`config.mk`:
```
export PLATFORM = sky130hd
export DESIGN_NAME = mgfw_cfg
export DESIGN_NICKNAME = d
export VERILOG_FILES = /design/src/mgfw_pkg.sv /design/src/mgfw_cfg.sv
export SDC_FILE = /design/constraint.sdc
export NUM_CORES = 1
export LEC_CHECK = 0
export BUFFER_PORTS_ARGS = -buffer_cell sky130_fd_sc_hd__buf_4
export CELL_PAD_IN_SITES_DETAIL_PLACEMENT = 0
export CELL_PAD_IN_SITES_GLOBAL_PLACEMENT = 2
export CORE_ASPECT_RATIO = 1.25
export CORE_MARGIN = 1
export CORE_UTILIZATION = 20
export CTS_BUF_LIST = sky130_fd_sc_hd__clkbuf_8
export CTS_CLUSTER_DIAMETER = 30
export CTS_CLUSTER_SIZE = 20
export DETAILED_ROUTE_END_ITERATION = 10
export PLACE_DENSITY_LB_ADDON = 0.1
export SETUP_SLACK_MARGIN = 0.4
export SLEW_MARGIN = 5
export SYNTH_ARGS = -nofsm -noshare
export SYNTH_HDL_FRONTEND = slang
export SYNTH_SLANG_ARGS = --single-unit
```
`constraint.sdc`:
```
create_clock -name clk -period 0.8 [get_ports clk]
set_clock_uncertainty 0.1 [all_clocks]
set_input_delay 0.04 -clock clk [delete_from_list [all_inputs] [get_ports clk]]
set_output_delay 0.04 -clock clk [all_outputs]
set_load 0.05 [all_outputs]
```
`src/mgfw_pkg.sv`:
```
// Package for the monochrome glyph framebuffer writer.
// Holds request/result payload types, codes, and controller/datapath types.
// No dependencies.
package mgfw_pkg;

    localparam int CFG_AW       = 4;
    localparam int FRAME_IDX_W  = 14;
    localparam int GLYPH_ADDR_W = 17;

    localparam logic [2:0] REQ_FONT_WR = 3'd0;
    localparam logic [2:0] REQ_CURSOR  = 3'd1;
    localparam logic [2:0] REQ_CHAR    = 3'd2;
    localparam logic [2:0] REQ_PIXEL   = 3'd3;
    localparam logic [2:0] REQ_FILL    = 3'd4;
    localparam logic [2:0] REQ_READ    = 3'd5;

    localparam logic [1:0] REG_FONT_WIDTH    = 2'd0;
    localparam logic [1:0] REG_FONT_HEIGHT   = 2'd1;
    localparam logic [1:0] REG_CYRILLIC_BASE = 2'd2;

    localparam logic [4:0]  FONT_WIDTH_RST    = 5'd7;
    localparam logic [5:0]  FONT_HEIGHT_RST   = 6'd10;
    localparam logic [11:0] CYRILLIC_BASE_RST = 12'd2048;

    localparam logic [7:0] CHAR_FIRST = 8'd32;
    localparam logic [7:0] CHAR_DEL   = 8'd127;
    localparam logic [7:0] CHAR_CYR   = 8'd192;
    localparam logic [7:0] CURSOR_MAX = 8'hFF;
    localparam logic [4:0] ROW_BITS   = 5'd16;

    typedef struct packed {
        logic [2:0]  req_type;
        logic [11:0] addr;
        logic [15:0] font_word;
        logic [7:0]  pos_x;
        logic [7:0]  pos_y;
        logic [7:0]  char_code;
        logic        ink;
    } req_t;

    typedef struct packed {
        logic [7:0] read_data;
        logic [7:0] cursor_col;
    } res_t;

    typedef struct packed {
        logic [4:0]  font_width;
        logic [5:0]  font_height;
        logic [11:0] cyrillic_base;
    } cfg_t;

    typedef enum logic [1:0] {
        FSEL_SWEEP,
        FSEL_PIXEL,
        FSEL_CHAR,
        FSEL_READ
    } frame_sel_t;

    typedef enum logic [3:0] {
        ST_CLEAR,
        ST_IDLE,
        ST_FONT,
        ST_CURSOR,
        ST_FILL,
        ST_PIX_RD,
        ST_PIX_WR,
        ST_BYTE_RD,
        ST_BYTE_CAP,
        ST_CH_START,
        ST_GLYPH_RD,
        ST_GLYPH_CAP,
        ST_CH_RD,
        ST_CH_WR,
        ST_CH_END,
        ST_DONE
    } state_t;

    typedef struct packed {
        logic       load;
        frame_sel_t frame_sel;
        logic       frame_we;
        logic       sweep_step;
        logic       sweep_clear;
        logic       glyph_we;
        logic       cursor_set;
        logic       cursor_advance;
        logic       char_init;
        logic       row_capture;
        logic       col_step;
        logic       row_step;
        logic       read_capture;
    } ctrl_cmd_t;

    typedef struct packed {
        logic draw_ok;
        logic last_col;
        logic last_row;
        logic sweep_last;
    } dp_stat_t;

endpackage

```
`src/mgfw_cfg.sv`:
```
// APB-style configuration registers: font width, font height, cyrillic base.
// Depends on mgfw_pkg.
module mgfw_cfg import mgfw_pkg::*; (
    input  logic              clk,
    input  logic              rst_n,
    input  logic              psel,
    input  logic              penable,
    input  logic              pwrite,
    input  logic [CFG_AW-1:0] paddr,
    input  logic [31:0]       pwdata,
    output logic [31:0]       prdata,
    output logic              pready,
    output cfg_t              cfg
);

    cfg_t        cfg_reg;
    logic        wr_en;
    logic [1:0]  reg_idx;

    assign pready  = 1'b1;
    assign wr_en   = psel & penable & pwrite;
    assign reg_idx = paddr[3:2];

    always_ff @(posedge clk or negedge rst_n)
    begin
        if (!rst_n)
        begin
            cfg_reg.font_width    <= FONT_WIDTH_RST;
            cfg_reg.font_height   <= FONT_HEIGHT_RST;
            cfg_reg.cyrillic_base <= CYRILLIC_BASE_RST;
        end
        else if (wr_en)
        begin
            case (reg_idx)
                REG_FONT_WIDTH:    cfg_reg.font_width    <= pwdata[4:0];
                REG_FONT_HEIGHT:   cfg_reg.font_height   <= pwdata[5:0];
                REG_CYRILLIC_BASE: cfg_reg.cyrillic_base <= pwdata[11:0];
                default:           ;
            endcase
        end
    end

    always_comb
    begin
        case (reg_idx)
            REG_FONT_WIDTH:    prdata = {27'd0, cfg_reg.font_width};
            REG_FONT_HEIGHT:   prdata = {26'd0, cfg_reg.font_height};
            REG_CYRILLIC_BASE: prdata = {20'd0, cfg_reg.cyrillic_base};
            default:           prdata = 32'd0;
        endcase
    end

    assign cfg = cfg_reg;

endmodule

```
Yosys cells after proc, flatten, opt, wreduce, memory -nomap -nowiden
Cells that the tools add are included.
W data, S select, Z words.
- equality and inequality tests: 2
- muxes and demuxes: 1
- bitwise operators: 2
- reduce and logical (&&, ||, !) cells: 4
- operators with widths (kind ; count):
    $pmux W12 S3 ; 1
    $reduce_and A2 Y1 ; 3
    $and A1 B1 Y1 ; 2
    $eq A2 B1 Y1 const B ; 1
    $eq A2 B2 Y1 const B ; 1
    $logic_not A2 Y1 ; 1
- flip-flop bits (word level): 23
- output and inout bits: 56
- logic and storage cells: 12

Logic depth before layout (Yosys ltp)
Gate-level depths: netlist (run 1).
- depth in word-level cells: 3
- mapped depth: 4
- depth with buffers taken out: 3

Worst setup path after synthesis (run 1)
OpenSTA, ideal clock, no wires.
- path type: register -> output
- start point: register cfg_reg, in the netlist cfg[18]
- end point: output port prdata[0]
- arrival time: 1.893 ns
- path slack: -1.233 ns
- stages on the path, launching flop included: 3
- buffers on the path: 0
- cell sequence: dfstp_2 mux2i_1 o21ai_0
- word-level cells in the longest chain between the ends: 1
- ends and longest elaborated chain (item ; line ; text):
    start, declared ; mgfw_cfg.sv:16 ; cfg_t cfg_reg;
    $pmux W12 S3 ; mgfw_cfg.sv:45 ; case (reg_idx)
    end, declared ; mgfw_cfg.sv:11 ; output logic [31:0] prdata,
Every way passes these cells.

Final worst setup path (run 1)
- start point: register cfg_reg, in the netlist cfg[20]
- end point: output port prdata[2]
The elaborated chain is that of the path after synthesis.

==> metrics.yaml, run 1 <==
floorplanning:
  fp.dieW_um: 72.9
  row_count: 31
  die_h_um: 90.6
  io_pins: 97
  core-area_um2: 5930
  die_area_um2: 6600
  initial_core_util: 0.212
clocking:
  clkTransAtPathRegs_ps: 90
  cts.sinks: 23
  htree_levels: 1
  clk_latency_ps: 260
  clockBufferDepth: 2
  numCtsBuffers: 3
  cts_tree: "done"
  cts_root_buf: "clkbuf_8"
finish:
  largest_reg_flops: 23
  final_nets: 237
  final-instance-count-excl-fill: 277
  layout-drive-gt1-share: 0.841
  filler_cell_count: 588
  layout_commonest_cell: "buf_6"
  diodes: 0
  area_growth_pct: 103
  layout_common_cells: "buf_6, buf_4, conb_1, buf_8, mux2_4"
run_status:
  violations: "hold timing, setup timing"
  status: "finished, violations left"
drt:
  drc_errors: 0
  routedWlPerCell_um: 13.4
  drt_iter0_markers: 33
  num_vias: 1054
  wirelength_um: 3720
  firstDrtPassIters: 2
  postRouteAntennaNets: 0
  via_per_inst: 3.81
critical_path:
  crit_required_ps: 660
  crit_chain: "mux2i_2 -> o21ai_4 -> buf_6"
  critPathMaxFanout: 2
  end_kind: "output pin"
  crit_buf_inv: 1
  crit_path_max_incr_delay_ps: 550
  crit_type: "register to output pin"
  start_kind: "register"
  slowest_stage: "dfstp_2"
  crit_family: "flip-flops"
  crit_arrival_ps: 1240
timing:
  post-route-min-period_ps: 1380
  setup_viol: 58
  max_freq_mhz: 727
  maxSlewViolCount: 0
  tns_ps: -17500
  rsz0062_at_grt: "true"
  holdWs_ps: -443
  postLayoutSetupSlackWorst_ps: -576
  hold_violations: 46
  min_period_over_period: 1.72
logic_synthesis:
  ys_top_cells_by_area: "dfrtp_1, buf_4, mux2_2"
  synth_area_leader_cell: "dfrtp_1"
  yosys.area.top_type_share: 0.339
  yosysUniqueCellTypes: 18
  synth.avg_cell_area_um2: 12.4
  yosys_warnings: 0
  synthCells: 101
  ys_seq_area_frac: 0.464
  ys_seq_elements: 23
  synthesis.area_um2: 1260
power_and_ir_drop:
  powerDensity_nw_per_um2: 2580
  peakVddDrop_uv: 1230
  p_leak_nw: 1.21
global_route:
  grt_usage: 0.114
  overflow: 0
  grt_pass1_vias: 1103
  grt_max_degree: 24
  antenna_found_initial: 0
  grt_pass1_wl_um: 5660
placed_design:
  port_buffers: 53
  place.gp.congestion: 0.709
  post-place-ws_ps: -529
  hpwl_um: 2650
  dp.cells: 261
job:
  cap_violations: 0
hold_path:
  hold_class: "primary input to async pin"
-- power by group --
| part | leakage [nW] | internal, mW | switching, mW |
|---|---|---|---|
| Sequential | 0.252 | 1.52 | 0.237 |
| Combinational | 0.933 | 1.93 | 2.15 |
| Clock | 0.0255 | 0.349 | 0.416 |
-- worst reg2reg max path: cells and delay by family (launching register included) --
kind | cells | cell delay, ps
mux | 1 | 260
buf+inv | 2 | 240
flops | 1 | 420
-- layout make-up --
type,instances,area [um^2],area share
timing repair buffer,96,1080,0.425
multi-input combinational,72,717,0.281
sequential,23,604,0.237
tap,82,103,0.0402
clock buffer,3,41.3,0.0162
clock inverter,1,5.00,0.00196
-- cells in the mapped netlist (all sizes together) --
| master | n |
|---|---|
| a22o | 1 |
| nand3 | 1 |
| nor2b | 2 |
| conb | 2 |
| nor3 | 1 |
| mux2i | 5 |
| and2 | 6 |
| buf | 25 |
| o21ai | 5 |
| or3b | 1 |
| nand2 | 5 |
| dfstp | 6 |
| dfrtp | 17 |
| nor3b | 1 |
| mux2 | 23 |
-- path summary, 6_finish.rpt --
check                                         start                   to  slack (ps)  cells after the start
min in group clk                         pwdata[11]  cfg[11]$_DFFE_PN1P_        -100                      2
worst max register to register   cfg[0]$_DFFE_PN0P_   cfg[0]$_DFFE_PN0P_        -330                      3
worst max-delay path            cfg[20]$_DFFE_PN1P_            prdata[2]        -580                      3
max in group asynchronous                     rst_n  cfg[18]$_DFFE_PN1P_         750                      1
worst min register to register   cfg[7]$_DFFE_PN0P_   cfg[7]$_DFFE_PN0P_         450                      1
worst min-delay path                          rst_n   cfg[1]$_DFFE_PN0P_        -440                      1
-- what timing repair did --
item	4_1_cts	5_1_grt
buffers inserted	5	6
gates resized for setup	67	24
endpoints found under the hold margin	46	46
cloned	1	0
pin swaps	2	0
endpoints found under the setup margin	58	58
-- per-layer routing --
layer  track usage  vias up  routed length [um]
met5             0        -                   0
li1              -      485                   -
met4        0.0343        0                  29
met3        0.0246        4                 201
met2         0.194       43                1960
met1         0.141      522                1520
-- cells by family (layout without fill, tap and decap cells) --
family	Yosys count	in the layout	share of synthesized area
buf+inv	25	100	0.155
mux	28	28	0.264
compound gates	6	6	0.0269
other cells	2	21	0.00598
simple gates	17	17	0.0837
flops	23	23	0.464
-- through the flow --
step                      utilization  power [mW]  instance area (um^2)
after CTS                       0.408        6.40                  2420
after detailed placement        0.347        4.96                  2060
after global routing            0.431        6.89                  2550
after floorplan                     -        3.94                  1510
after global placement          0.347        4.95                  2060
final                           0.431        6.60                  2550
Note: power is estimated with default switching activity, not from simulation.
==> run 2: changes to the inputs <==
Settings changed: CORE_MARGIN 1 to 10, HOLD_SLACK_MARGIN set to 0.06.
==> metrics.yaml, run 2 (synthesis results as in run 1) <==
run_status:
  status: "finished, violations left"
  violations: "hold timing, setup timing"
drt:
  firstDrtPassIters: 3  # +1
  via_per_inst: 3.69  # -3.0%
  drc_errors: 0  # unchanged
  routedWlPerCell_um: 15.0  # +12%
  num_vias: 1045  # -0.85%
  postRouteAntennaNets: 0  # unchanged
  drt_iter0_markers: 9  # -73%
  wirelength_um: 4230  # +14%
timing:
  holdWs_ps: -435  # +8.52 ps
  setup_viol: 58  # unchanged
  maxSlewViolCount: 0  # unchanged
  postLayoutSetupSlackWorst_ps: -534  # +42.1 ps
  min_period_over_period: 1.67  # -0.0526
  rsz0062_at_grt: "true"
  hold_violations: 46  # unchanged
  max_freq_mhz: 750  # +3.2%
  post-route-min-period_ps: 1330  # -42.1 ps
finish:
  layout_commonest_cell: "buf_6"
  area_growth_pct: 108
  layout_common_cells: "buf_6, buf_4, buf_8, conb_1, mux2_4"
  filler_cell_count: 594  # +1.0%
  layout-drive-gt1-share: 0.848  # +0.00746
  post-route-util: 0.426  # -0.00447
  diodes: 0  # unchanged
  final_nets: 240  # +1.3%
  largest_reg_flops: 23  # unchanged
critical_path:
  end_kind: "output pin"
  crit_path_max_incr_delay_ps: 550  # about the same
  start_kind: "register"
  crit_chain: "mux2i_2 -> o21ai_4 -> buf_6"
  crit_family: "flip-flops"
  critPathMaxFanout: 2  # unchanged
  cp_num_cells: 3  # unchanged
  r2r_start: "cfg[4]$_DFFE_PN0P_"
  crit_type: "register to output pin"
  crit_buf_inv: 1  # unchanged
  crit_arrival_ps: 1190  # -50 ps
  ff2ff_path_depth: 3  # unchanged
  slowest_stage: "dfstp_2"
  reg2reg_slack_ps: -320  # about the same
  crit_required_ps: 660  # about the same
  reg2reg_to: "cfg[4]$_DFFE_PN0P_"
power_and_ir_drop:
  sw_frac_of_total: 0.416  # -0.00823
  p_int_mw: 4.01  # +5.6%
  p_leak_nw: 1.22  # +0.59%
  power_frac_comb: 0.633  # +0.016
  p_seq_frac: 0.262  # -0.005
  peakVddDrop_uv: 1340  # +9.1%
  switchingPower_mw: 2.86  # +2.1%
  power_frac_clock: 0.105  # -0.011
  powerDensity_nw_per_um2: 2630  # +1.9%
clocking:
  cts_tree: "done"
  numCtsBuffers: 3  # unchanged
  cts_root_buf: "clkbuf_8"
  cts.sinks: 23  # unchanged
  clkTransAtPathRegs_ps: 90  # about the same
  clockBufferDepth: 2  # unchanged
  clk_latency_ps: 260  # about the same
  htree_levels: 1  # unchanged
global_route:
  antenna_found_initial: 0  # unchanged
  overflow: 0  # unchanged
  grt_usage: 0.0834  # -0.0305
  grt_pass1_vias: 1185  # +7.4%
  grt_pass1_wl_um: 6680  # +18%
  grt_max_degree: 24  # unchanged
floorplanning:
  initial_core_util: 0.205  # -0.00661
  fp.dieW_um: 90.9  # +25%
  die_area_um2: 9870  # +49%
  io_pins: 97  # unchanged
  core-area_um2: 6130  # +3.2%
  die_h_um: 109  # +20%
  row_count: 32  # +3.2%
placed_design:
  place.gp.congestion: 0.710  # +0.11%
  port_buffers: 53  # unchanged
  hpwl_um: 3290  # +24%
hold_path:
  hold_class: "primary input to async pin"
job:
  cap_violations: 0  # unchanged
## run 2: cell types whose count changed in the layout (fill, tap and decap cells not counted), sizes merged
cell	change
clkinv	-1
inv	+1
buf	+3
## run 2: repair_timing
action,in CTS,in global routing
resized for setup,92,15
endpoints found under the setup margin,58,58
hold endpoints to repair,46,46
buffers inserted,9,5
pin swaps,9,0
## run 2: power by group through the flow
stage	registers [mW]	clock network (mW)	logic (mW)
finish	1.80	0.721	4.35
global route	1.85	0.807	4.54
CTS	1.78	0.766	4.15
detailed placement	1.74	0	3.29
global placement	1.72	0	3.27
floorplan	2.72	0	1.22
## run 2: worst max path at each step
stage,to,from
2_1_floorplan,prdata[1],cfg[19]$_DFFE_PN1P_
3_3_place_gp,cfg[17]$_DFFE_PN0P_,pwrite
3_5_place_dp,cfg[14]$_DFFE_PN0P_,pwrite
4_1_cts,prdata[0],cfg[18]$_DFFE_PN1P_
5_1_grt,prdata[2],cfg[20]$_DFFE_PN1P_
6_report,prdata[0],cfg[18]$_DFFE_PN1P_
## run 2: stage by stage
| stage | worst slack (ps) | TNS (ps) | cell area, um^2 | total power, mW | cells |
|---|---|---|---|---|---|
| global placement | -502 | -14630 | 2050 | 5.00 | 265 |
| detailed placement | -510 | -14930 | 2050 | 5.02 | 265 |
| global route | -582 | -18380 | 2610 | 7.19 | 283 |
| CTS | -554 | -16390 | 2500 | 6.70 | 278 |
| floorplan | -515 | -10680 | 1510 | 3.94 | 120 |
| finish | -534 | -16670 | 2610 | 6.87 | 283 |
## run 2: area by class of cell
cell class | count | area [um^2] | share of cell area
multi-input cells | 72 | 734 | 0.281
flip-flops and latches | 23 | 604 | 0.232
well taps | 85 | 106 | 0.0407
clock inverters | 1 | 3.75 | 0.00144
clock buffers | 3 | 41.3 | 0.0158
repair buffers | 99 | 1120 | 0.429
## run 2: metal layers
metal	track usage	wire (um)	vias up	share of wire
li1	-	-	494	-
met1	0.0950	1650	513	0.39
met2	0.152	2310	36	0.54
met3	0.0291	270	2	0.064
met4	0.0101	6	0	0.0014
met5	0	0	-	0
