===== src/mgfw_pkg.sv =====
// Package for the monochrome glyph framebuffer writer.
// Holds request/result payload types, codes, and controller/datapath types.
// No dependencies.
package mgfw_pkg;

    localparam int CFG_AW       = 4;
    localparam int FRAME_IDX_W  = 14;
    localparam int GLYPH_ADDR_W = 17;

    localparam logic [2:0] REQ_FONT_WR = 3'd0;
    localparam logic [2:0] REQ_CURSOR  = 3'd1;
    localparam logic [2:0] REQ_CHAR    = 3'd2;
    localparam logic [2:0] REQ_PIXEL   = 3'd3;
    localparam logic [2:0] REQ_FILL    = 3'd4;
    localparam logic [2:0] REQ_READ    = 3'd5;

    localparam logic [1:0] REG_FONT_WIDTH    = 2'd0;
    localparam logic [1:0] REG_FONT_HEIGHT   = 2'd1;
    localparam logic [1:0] REG_CYRILLIC_BASE = 2'd2;

    localparam logic [4:0]  FONT_WIDTH_RST    = 5'd7;
    localparam logic [5:0]  FONT_HEIGHT_RST   = 6'd10;
    localparam logic [11:0] CYRILLIC_BASE_RST = 12'd2048;

    localparam logic [7:0] CHAR_FIRST = 8'd32;
    localparam logic [7:0] CHAR_DEL   = 8'd127;
    localparam logic [7:0] CHAR_CYR   = 8'd192;
    localparam logic [7:0] CURSOR_MAX = 8'hFF;
    localparam logic [4:0] ROW_BITS   = 5'd16;

    typedef struct packed {
        logic [2:0]  req_type;
        logic [11:0] addr;
        logic [15:0] font_word;
        logic [7:0]  pos_x;
        logic [7:0]  pos_y;
        logic [7:0]  char_code;
        logic        ink;
    } req_t;

    typedef struct packed {
        logic [7:0] read_data;
        logic [7:0] cursor_col;
    } res_t;

    typedef struct packed {
        logic [4:0]  font_width;
        logic [5:0]  font_height;
        logic [11:0] cyrillic_base;
    } cfg_t;

    typedef enum logic [1:0] {
        FSEL_SWEEP,
        FSEL_PIXEL,
        FSEL_CHAR,
        FSEL_READ
    } frame_sel_t;

    typedef enum logic [3:0] {
        ST_CLEAR,
        ST_IDLE,
        ST_FONT,
        ST_CURSOR,
        ST_FILL,
        ST_PIX_RD,
        ST_PIX_WR,
        ST_BYTE_RD,
        ST_BYTE_CAP,
        ST_CH_START,
        ST_GLYPH_RD,
        ST_GLYPH_CAP,
        ST_CH_RD,
        ST_CH_WR,
        ST_CH_END,
        ST_DONE
    } state_t;

    typedef struct packed {
        logic       load;
        frame_sel_t frame_sel;
        logic       frame_we;
        logic       sweep_step;
        logic       sweep_clear;
        logic       glyph_we;
        logic       cursor_set;
        logic       cursor_advance;
        logic       char_init;
        logic       row_capture;
        logic       col_step;
        logic       row_step;
        logic       read_capture;
    } ctrl_cmd_t;

    typedef struct packed {
        logic draw_ok;
        logic last_col;
        logic last_row;
        logic sweep_last;
    } dp_stat_t;

endpackage


===== src/mgfw_ctrl.sv =====
// Controller state machine: sequences requests and issues datapath commands.
// Depends on mgfw_pkg.
module mgfw_ctrl import mgfw_pkg::*; (
    input  logic       clk,
    input  logic       rst_n,
    input  logic       start,
    input  logic [2:0] req_type,
    input  dp_stat_t   stat,
    output ctrl_cmd_t  cmd,
    output logic       busy,
    output logic       done
);

    state_t state_reg;
    state_t state_next;

    always_ff @(posedge clk or negedge rst_n)
    begin
        if (!rst_n)
        begin
            state_reg <= ST_CLEAR;
        end
        else
        begin
            state_reg <= state_next;
        end
    end

    always_comb
    begin
        state_next = state_reg;
        case (state_reg)
            ST_CLEAR:
            begin
                if (stat.sweep_last)
                begin
                    state_next = ST_IDLE;
                end
            end
            ST_IDLE:
            begin
                if (start)
                begin
                    case (req_type)
                        REQ_FONT_WR: state_next = ST_FONT;
                        REQ_CURSOR:  state_next = ST_CURSOR;
                        REQ_CHAR:    state_next = ST_CH_START;
                        REQ_PIXEL:   state_next = ST_PIX_RD;
                        REQ_FILL:    state_next = ST_FILL;
                        REQ_READ:    state_next = ST_BYTE_RD;
                        default:     state_next = ST_DONE;
                    endcase
                end
            end
            ST_FONT:      state_next = ST_DONE;
            ST_CURSOR:    state_next = ST_DONE;
            ST_FILL:
            begin
                if (stat.sweep_last)
                begin
                    state_next = ST_DONE;
                end
            end
            ST_PIX_RD:    state_next = ST_PIX_WR;
            ST_PIX_WR:    state_next = ST_DONE;
            ST_BYTE_RD:   state_next = ST_BYTE_CAP;
            ST_BYTE_CAP:  state_next = ST_DONE;
            ST_CH_START:  state_next = stat.draw_ok ? ST_GLYPH_RD : ST_CH_END;
            ST_GLYPH_RD:  state_next = ST_GLYPH_CAP;
            ST_GLYPH_CAP: state_next = ST_CH_RD;
            ST_CH_RD:     state_next = ST_CH_WR;
            ST_CH_WR:
            begin
                if (!stat.last_col)
                begin
                    state_next = ST_CH_RD;
                end
                else if (stat.last_row)
                begin
                    state_next = ST_CH_END;
                end
                else
                begin
                    state_next = ST_GLYPH_RD;
                end
            end
            ST_CH_END:    state_next = ST_DONE;
            ST_DONE:      state_next = ST_IDLE;
            default:      state_next = ST_IDLE;
        endcase
    end

    always_comb
    begin
        cmd       = '0;
        cmd.frame_sel = FSEL_SWEEP;
        busy      = 1'b1;
        done      = 1'b0;
        case (state_reg)
            ST_CLEAR:
            begin
                cmd.frame_we    = 1'b1;
                cmd.sweep_step  = 1'b1;
                cmd.sweep_clear = 1'b1;
            end
            ST_IDLE:
            begin
                busy     = 1'b0;
                cmd.load = start;
            end
            ST_FONT:      cmd.glyph_we = 1'b1;
            ST_CURSOR:    cmd.cursor_set = 1'b1;
            ST_FILL:
            begin
                cmd.frame_we   = 1'b1;
                cmd.sweep_step = 1'b1;
            end
            ST_PIX_RD:    cmd.frame_sel = FSEL_PIXEL;
            ST_PIX_WR:
            begin
                cmd.frame_sel = FSEL_PIXEL;
                cmd.frame_we  = 1'b1;
            end
            ST_BYTE_RD:   cmd.frame_sel = FSEL_READ;
            ST_BYTE_CAP:
            begin
                cmd.frame_sel    = FSEL_READ;
                cmd.read_capture = 1'b1;
            end
            ST_CH_START:  cmd.char_init = 1'b1;
            ST_GLYPH_RD:  cmd.frame_sel = FSEL_CHAR;
            ST_GLYPH_CAP:
            begin
                cmd.frame_sel   = FSEL_CHAR;
                cmd.row_capture = 1'b1;
            end
            ST_CH_RD:     cmd.frame_sel = FSEL_CHAR;
            ST_CH_WR:
            begin
                cmd.frame_sel = FSEL_CHAR;
                cmd.frame_we  = 1'b1;
                cmd.col_step  = !stat.last_col;
                cmd.row_step  = stat.last_col & !stat.last_row;
            end
            ST_CH_END:    cmd.cursor_advance = 1'b1;
            ST_DONE:      done = 1'b1;
            default:      ;
        endcase
    end

endmodule


===== config.mk =====
export PLATFORM = sky130hd
export DESIGN_NAME = mgfw_ctrl
export DESIGN_NICKNAME = d
export VERILOG_FILES = /design/src/mgfw_pkg.sv /design/src/mgfw_ctrl.sv
export SDC_FILE = /design/constraint.sdc
export NUM_CORES = 1
export LEC_CHECK = 0
export ABC_AREA = 1
export BUFFER_PORTS_ARGS = -buffer_cell sky130_fd_sc_hd__buf_2
export CORE_AREA = 3 3 40 42
export DETAILED_ROUTE_END_ITERATION = 12
export DIE_AREA = 0 0 43 45
export GPL_ROUTABILITY_DRIVEN = 0
export PLACE_DENSITY = 0.72
export SYNTH_ARGS = -nofsm -noshare
export SYNTH_HDL_FRONTEND = slang
export SYNTH_SLANG_ARGS = --single-unit

===== constraint.sdc =====
create_clock -name clk -period 1.4 [get_ports clk]
set_clock_uncertainty 0.05 [all_clocks]
set_input_delay 0 -clock clk [delete_from_list [all_inputs] [get_ports clk]]
set_output_delay 0 -clock clk [all_outputs]
set_load 0.02 [all_outputs]

-- Word level (Yosys, flattened, before mapping)
Cells that the tools add are included.
- register bits after elaboration: 4
- bits of input ports: 10
- output and inout bits: 16
- logic and storage cells: 58
- eq/ne operators: 23
- mux-type cells: 22
- bitwise operators: 1
- reduce and logical (&&, ||, !) cells: 11
- operators with widths (operator ; count):
    $pmux W4 S12 ; 1
    $eq A4 B4 Y1 const B ; 8
    $pmux W4 S6 ; 1
    $eq A4 B3 Y1 const B ; 4
    $mux W1 ; 12
    $mux W4 ; 3
    $mux W3 ; 3
    $eq A4 B2 Y1 const B ; 2
    $reduce_or A4 Y1 ; 2
    $eq A3 B2 Y1 const B ; 2
    $eq A3 B3 Y1 const B ; 2
    $ne A2 B2 Y1 const B ; 3
    $pmux W2 S3 ; 1
    $reduce_or A2 Y1 ; 3
    $reduce_or A5 Y1 ; 1
    $eq A4 B1 Y1 const B ; 1
    $logic_not A4 Y1 ; 1
    $eq A3 B1 Y1 const B ; 1
    $logic_not A3 Y1 ; 1
    $reduce_and A3 Y1 ; 1
    $logic_not A1 Y1 ; 2
    $mux W2 ; 1
    $and A1 B1 Y1 ; 1

-- Logic depth before layout (Yosys ltp)
Gate-level depths: netlist of run 1.
- depth after elaboration: 4
- depth in mapped cells: 10
- depth with buffers taken out: 9

-- Worst setup path before layout of run 1
OpenSTA, ideal clock, no wires.
- path kind: reg2reg
- start: register state_reg[1]
- end: register state_reg[0]
- library setup time: 0.123 ns
- data arrival time: 1.329 ns
- data required time: 1.227 ns
- slack: -0.102 ns
- stages on the path, launching flop included: 10
- path buffers: 1
- period minus slack after synthesis: 1.502 ns
- cells stage by stage: dfrtp_1 buf_2 inv_1 nand2_2 nor2_1 nand2_1 o21ai_2 inv_1 nand2_1 o21ai_1
- word-level cells in the longest chain between the ends: 3
- elaborated cells on any way between the ends: 22
- classes of those cells: eq/ne (18); mux (1); reduce/logical (3)
- RTL lines (what ; RTL line ; source):
    start, declared ; mgfw_ctrl.sv:14 ; state_t state_reg;
    start signal, assigned ; mgfw_ctrl.sv:25 ; state_reg <= state_next;
    $eq A4 B4 Y1, or another cell as far along ; mgfw_ctrl.sv:32 ; case (state_reg)
    $reduce_or A5 Y1 (no line) / $ne A2 B2 Y1 (equally long branches) ; - ;
    $pmux W4 S12 / $reduce_and A3 Y1 (equally long branches) ; - ;
Parallel ways exist; a longest one is shown, timed or not.
A chain may end at the register's enable or synchronous reset.

==> results.md, run 1 <==
- Top-count cell post-synth: nand2_1
- Max_cap viols: 0
- Final Max Slew Viols: 0
- DP Worst Slack: 0.0195 ns
- Die W: 43 um
- Die height: 45 um
- GR Overflow Total: 0
- Wire length per cell: 13.0 um
- Synth cell types: 16
- Num ports: 26
- Data arrival time of the worst path: 1.41 ns
- Tmin final: 1.46 ns
- GR Util All Layers: 0.189
- CTS Buf Count: 3
- PortBufs: 25
- Unrepaired setup endpoints after global routing: yes
- Pwr dens: 2740 nW/um^2
- Final setup vio count: 6
- Finished Layout Cells: 150
- Core area: ~1300 um^2
- Worst Min Path Start: stat[0]
- Achievable Freq: 683 MHz
- Post-route ant nets: 0
- Worst path required time: 1.35 ns
- First-pass GRT wire length: 2.73 mm
- Final worst slack: -0.0634 ns
- Root Driver: clkbuf_4
- Initial antenna violation count: 0
- Logic pwr share: 0.789
- Flop pwr share: 0.155
- Net Sw Frac: 0.564
- Deepest clock path buffer count: 2
- DRC Markers: 0
- DP HPWL: 1.24 mm
- Setup crit start: state_reg[2]
- VDD IR max: between 0.001 and 0.0015 V
- CTS H-Tree Depth: 1
- Most area-consuming cells after synthesis: nand2_1 (21%), dfrtp_1 (20%), nor2_1 (18%)
- CP top delay family: flip-flops
- # rows: 13
- First DRT Iteration DRCs: 22
- Failing checks: negative setup slack
- Most frequent cells after synthesis: nand2_1 (28), nor2_1 (24), inv_1 (12)
- DR pass1 iterations: 4
- Placed cells: 136
- Post-synth top area cell: nand2_1
- Vias in the first global route: 675
- CTS tree: yes
- Worst min path class: input pin to flip-flop
- Die ar.: around 1900 um^2
- Post-route clock period utilization: 1.05
- Fin Hold WS: 0.00550 ns
- Via Count: 762
- Synthesized netlist cell count: 94
- CTS Sinks: 4
- Max reg flops: 4
- Post-Syn Area: 493 um^2
- Worst setup EP type: output pin
- Highest fanout seen on the critical path: 5
- Initial Util: 0.384
- Final setup TNS: -0.155 ns
- Clk pin slew, worst setup/hold paths: 0.04 ns
- Prevailing post-synth register cell: dfrtp_1
- Pwr Total: between 0.002 and 0.003 W
- Ratio of cells with drive above 1 in the final layout: 0.563
- # fillers: 101
- Post-synth EDFFs: 0
- Area Overhead vs Synth: 89.6%
- Tightest Pin Transition: 0.231 ns
- Worst-Skew Late Latency: between 0.2 and 0.25 ns
- Syn_area_per_cell: 5.24 um^2
- Clock power share: 0.056
- Vias per cell: 5.08
- Final WL: 1.95 mm
- Outcome: finished with violations
- YS warnings: 0
- P_leak: roughly 0.53 nW
- Worst path buffer plus inverter count: 3
- Largest net degree at the start of global routing: 9
- Crit Reg-Reg Startpoint: state_reg[0]
- #FFs+latches synth: 4
- Slowest cell on crit path: dfrtp_2
- Internal: roughly 0.0011 W
- Worst Setup Path Type: flip-flop to output pin
- Area share of the largest cell type after synthesis: 0.213
- Fraction of registers with async set or reset after synthesis: 1.00
- Setup crit start kind: flip-flop
- Crit-path max cell delay: 0.49 ns
- Final-stage net count: 147
- Net Count, Synth: 104
- Slew Limit Headroom: 0.846
- CP Cell Sequence: nand2_4 -> inv_4 -> nand2_4 -> inv_4 -> nor2_4 -> o211ai_1 -> buf_4
- P_sw: 0.00145 W
- Diode count: 0
- Post-synthesis sequential area ratio: 0.203
- Final Hold Vio Count: 0
power groups by stage:
stage	Sequential (W)	Combinational, W	Clock [W]
floorplan	0.000247	0.000981	0
global placement	0.000287	0.00134	0
detailed placement	0.000294	0.00134	0
CTS	0.000300	0.00150	0.000146
global route	0.000400	0.00219	0.000162
finish	0.000397	0.00202	0.000145
layer usage:
| layer | part of all wire | track usage | vias to the layer above |
|---|---|---|---|
| li1 | - | - | 379 |
| met3 | 0.048 | 0.0359 | 4 |
| met4 | 0.021 | 0.102 | 0 |
| met1 | 0.38 | 0.197 | 343 |
| met5 | 0 | 0 | - |
| met2 | 0.55 | 0.356 | 36 |
cells by family after synthesis:
group | share of synthesized area
compound gates | 0.0939
simple gates | 0.586
flops | 0.203
buf+inv | 0.117
per-stage QoR:
stage          utilization  area, um^2
6_report             0.727         935
5_1_grt              0.727         935
4_1_cts              0.585         752
3_5_place_dp         0.511         657
3_3_place_gp         0.511         657
2_1_floorplan            -         495
final timing paths:
check | slack [ns] | to | cells after the start
setup / recovery | -0.06 | cmd[12] | 7
hold / removal | 0.005 | state_reg[2] | 4
setup reg to reg | 0 | state_reg[0] | 8
hold reg to reg | 0.72 | state_reg[0] | 3
max in group asynchronous | 1.13 | state_reg[0] | 2
min in group asynchronous | 0.04 | state_reg[3] | 2
layout make-up:
class                   instances  area, um^2  area share
flip-flops and latches          4         105       0.112
repair buffers                 39         256       0.274
clock buffers                   3        22.5      0.0241
multi-input cells              75         467       0.499
well taps                      15        18.8      0.0201
inverters                      14        65.1      0.0696
tightest hold or removal path, delay by kind of cell:
family | cells | cell delay (ns)
buf+inv | 2 | 0.12
simple gates | 2 | 0.13
layout by cell type (no fill, tap or decap), types with 2 or more instances in the layout:
cell / Yosys / layout
clkbuf_4: 0 / 3
nand4_1: 2 / 2
inv_2: 2 / 3
nor2_4: 1 / 8
buf_4: 0 / 13
inv_1: 12 / 6
nand2_1: 28 / 21
nand3_1: 9 / 8
inv_4: 0 / 5
buf_6: 0 / 3
dfrtp_2: 0 / 4
dlygate4sd3_1: 0 / 2
buf_2: 1 / 21
nand2_4: 0 / 8
o211ai_1: 2 / 2
nor2_1: 24 / 15
nor2_2: 2 / 4
repair_timing:
| action | in CTS | in global routing |
|---|---|---|
| hold endpoints to repair | 5 | 0 |
| pin swaps | 1 | 10 |
| endpoints found under the setup margin | 4 | 12 |
| hold buffers | 2 | 0 |
| resized for setup | 11 | 44 |
| setup buffers | 4 | 5 |
(Power assumes the default switching activity.)
==> run 2: changes to the inputs <==
--- a/config.mk
+++ b/config.mk
@@ -7,9 +7,9 @@
 export LEC_CHECK = 0
 export ABC_AREA = 1
 export BUFFER_PORTS_ARGS = -buffer_cell sky130_fd_sc_hd__buf_2
-export CORE_AREA = 3 3 40 42
+export CORE_AREA = 10 10 47 49
 export DETAILED_ROUTE_END_ITERATION = 12
-export DIE_AREA = 0 0 43 45
+export DIE_AREA = 0 0 57 59
 export GPL_ROUTABILITY_DRIVEN = 0
 export PLACE_DENSITY = 0.72
 export SYNTH_ARGS = -nofsm -noshare
==> results.md, run 2 (same netlist as run 1, synthesis figures left out) <==
- Pwr Total: 0.00219 W (was 0.00256 W)
- P_sw: 0.00125 W (was 0.00145 W)
- Flop pwr share: 0.149 (was 0.155)
- Unrepaired setup endpoints after global routing: yes (unchanged)
- Max_cap viols: 0 (unchanged)
- CTS tree: yes (unchanged)
- Diode count: 0 (unchanged)
- Die ar.: 3360 um^2 (was 1940 um^2)
- Hold EP: state_reg[2] (unchanged)
- DP HPWL: 1.37 mm (was 1.24 mm)
- Post-route ant nets: 0 (unchanged)
- GR Util All Layers: 0.101 (was 0.189)
- Setup crit start kind: flip-flop (unchanged)
- Post-route clock period utilization: 1.02 (was 1.05)
- Final worst slack: -0.0229 ns (was -0.0634 ns)
- Num ports: 26 (unchanged)
- Worst path buffer plus inverter count: 2 (was 3)
- Initial antenna violation count: 0 (unchanged)
- Worst path required time: 1.35 ns (about the same)
- Final setup TNS: -0.0229 ns (was -0.155 ns)
- Worst min path class: input pin to flip-flop (unchanged)
- # rows: 14 (was 13)
- Max reg flops: 4 (unchanged)
- Slew Limit Headroom: 0.867 (was 0.846)
- Die height: 59 um (was 45 um)
- Die W: 57 um (was 43 um)
- DP Worst Slack: -0.00334 ns (was 0.0195 ns)
- VDD IR max: 0.00141 V (was 0.00128 V)
- Finished Layout Cells: 148 (was 150)
- Vias per cell: 5.05 (was 5.08)
- DR pass1 iterations: 4 (unchanged)
- FF-to-FF setup slack: 0.03 ns (was 0 ns)
- Utilization after layout: 0.601 (was 0.727)
- Initial Util: 0.352 (was 0.384)
- P_leak: 0.478 nW (was 0.533 nW)
- Highest fanout seen on the critical path: 5 (unchanged)
- Clk pin slew, worst setup/hold paths: 0.04 ns (about the same)
- Final-stage net count: 144 (was 147)
- Worst setup EP type: output pin (unchanged)
- Outcome: finished with violations (unchanged)
- Core area: 1400 um^2 (was 1280 um^2)
- Internal: 0.000948 W (was 0.00112 W)
- Hold Path Depth: 4 (unchanged)
- Tmin final: 1.42 ns (was 1.46 ns)
- Worst-Skew Late Latency: 0.23 ns (was 0.24 ns)
- GR Overflow Total: 0 (unchanged)
- CP top delay family: flip-flops (unchanged)
- Area Overhead vs Synth: 70.8% (was 89.6%)
- CTS Sinks: 4 (unchanged)
- Placed cells: 135 (was 136)
- CTS Buf Count: 3 (unchanged)
- PortBufs: 25 (unchanged)
- Pwr dens: 2600 nW/um^2 (was 2740 nW/um^2)
- Final WL: 1.86 mm (was 1.95 mm)
- Worst Setup Path Type: flip-flop to output pin (unchanged)
- Vias in the first global route: 709 (was 675)
- Via Count: 748 (was 762)
- Net Sw Frac: 0.568 (was 0.564)
- CTS H-Tree Depth: 1 (unchanged)
- Largest net degree at the start of global routing: 7 (was 9)
- Crit-path max cell delay: 0.43 ns (was 0.49 ns)
- Logic pwr share: 0.788 (was 0.789)
- Clock power share: 0.064 (was 0.056)
- Final Hold Vio Count: 0 (unchanged)
- DRC Markers: 0 (unchanged)
- Wire length per cell: 12.6 um (was 13.0 um)
- Final Max Slew Viols: 0 (unchanged)
- Deepest clock path buffer count: 2 (unchanged)
- Endpoint of the worst register-to-register path: state_reg[0] (unchanged)
- Tightest Pin Transition: 0.199 ns (was 0.231 ns)
- CP Cell Sequence: inv_2 -> nand2_4 -> nor2_2 -> a21oi_1 -> o211ai_1 -> buf_4 (was nand2_4 -> inv_4 -> nand2_4 -> inv_4 -> nor2_4 -> o211ai_1 -> buf_4)
- Root Driver: clkbuf_4 (unchanged)
- First DRT Iteration DRCs: 20 (was 22)
- Worst Min Path Start: stat[0] (unchanged)
- Commonest cells after routing, fill and taps aside: nand2_1 (21), buf_2 (21), nor2_1 (14) (was nand2_1 (21), buf_2 (21), nor2_1 (15))
- Data arrival time of the worst path: 1.37 ns (was 1.41 ns)
- Ratio of cells with drive above 1 in the final layout: 0.523 (was 0.563)
- FF-to-FF path depth: 7 (was 8)
- Achievable Freq: 703 MHz (was 683 MHz)
- Crit Reg-Reg Startpoint: state_reg[3] (was state_reg[0])
- # fillers: 136 (was 101)
- Failing checks: negative setup slack (unchanged)
- First-pass GRT wire length: 2.90 mm (was 2.73 mm)
- Final setup vio count: 1 (was 6)
- Slowest cell on crit path: dfrtp_1 (was dfrtp_2)
run 2: per-stage QoR:
stage	hold slack (ns)	cell area, um^2
2_1_floorplan	-0.346	495
3_3_place_gp	-0.245	643
3_5_place_dp	-0.244	643
4_1_cts	0.0105	739
5_1_grt	0.0419	842
6_report	0.00964	842
run 2: layout make-up:
type / count / area, um^2 / area share
tap: 16 / 20.0 / 0.0238
sequential: 4 / 104 / 0.123
multi-input combinational: 75 / 410 / 0.487
timing repair buffer: 36 / 230 / 0.273
clock buffer: 3 / 22.5 / 0.0267
inverter: 14 / 55.1 / 0.0654
run 2: worst max-delay path by stage:
stage	startpoint	end	slack, ns	depth (start not counted)
after floorplan	state_reg[2]	state_reg[2]	0.004	9
after global placement	state_reg[3]	state_reg[2]	-0.005	9
after detailed placement	state_reg[3]	state_reg[2]	-0.003	9
after CTS	state_reg[3]	cmd[12]	-0.008	6
after global routing	state_reg[2]	state_reg[2]	-0.08	9
final	state_reg[2]	cmd[12]	-0.02	6
run 2: power by group through the flow:
stage	sequential [W]	combinational, W	clock [W]
after floorplan	0.000247	0.000981	0
after global placement	0.000293	0.00132	0
after detailed placement	0.000292	0.00132	0
after CTS	0.000302	0.00149	0.000144
after global routing	0.000334	0.00190	0.000152
final	0.000327	0.00173	0.000139
run 2: worst min-delay path: cells and delay by family:
family        cells  cell delay (ns)
buf+inv           2             0.13
simple gates      2             0.12
run 2: routing by layer:
metal | wire length [um] | up-vias | track usage
li1 | - | 371 | -
met5 | 0 | - | 0
met4 | 11 | 0 | 0.0302
met3 | 153 | 2 | 0.0322
met1 | 712 | 344 | 0.105
met2 | 980 | 31 | 0.189
run 2: repair_timing:
| item | CTS | global route |
|---|---|---|
| endpoints found under the setup margin | 5 | 9 |
| gates resized for setup | 12 | 24 |
| setup buffers | 4 | 4 |
| gates cloned | 0 | 0 |
| pin swaps | 0 | 7 |
| hold endpoints to repair | 5 | 0 |
| hold buffers | 2 | 0 |
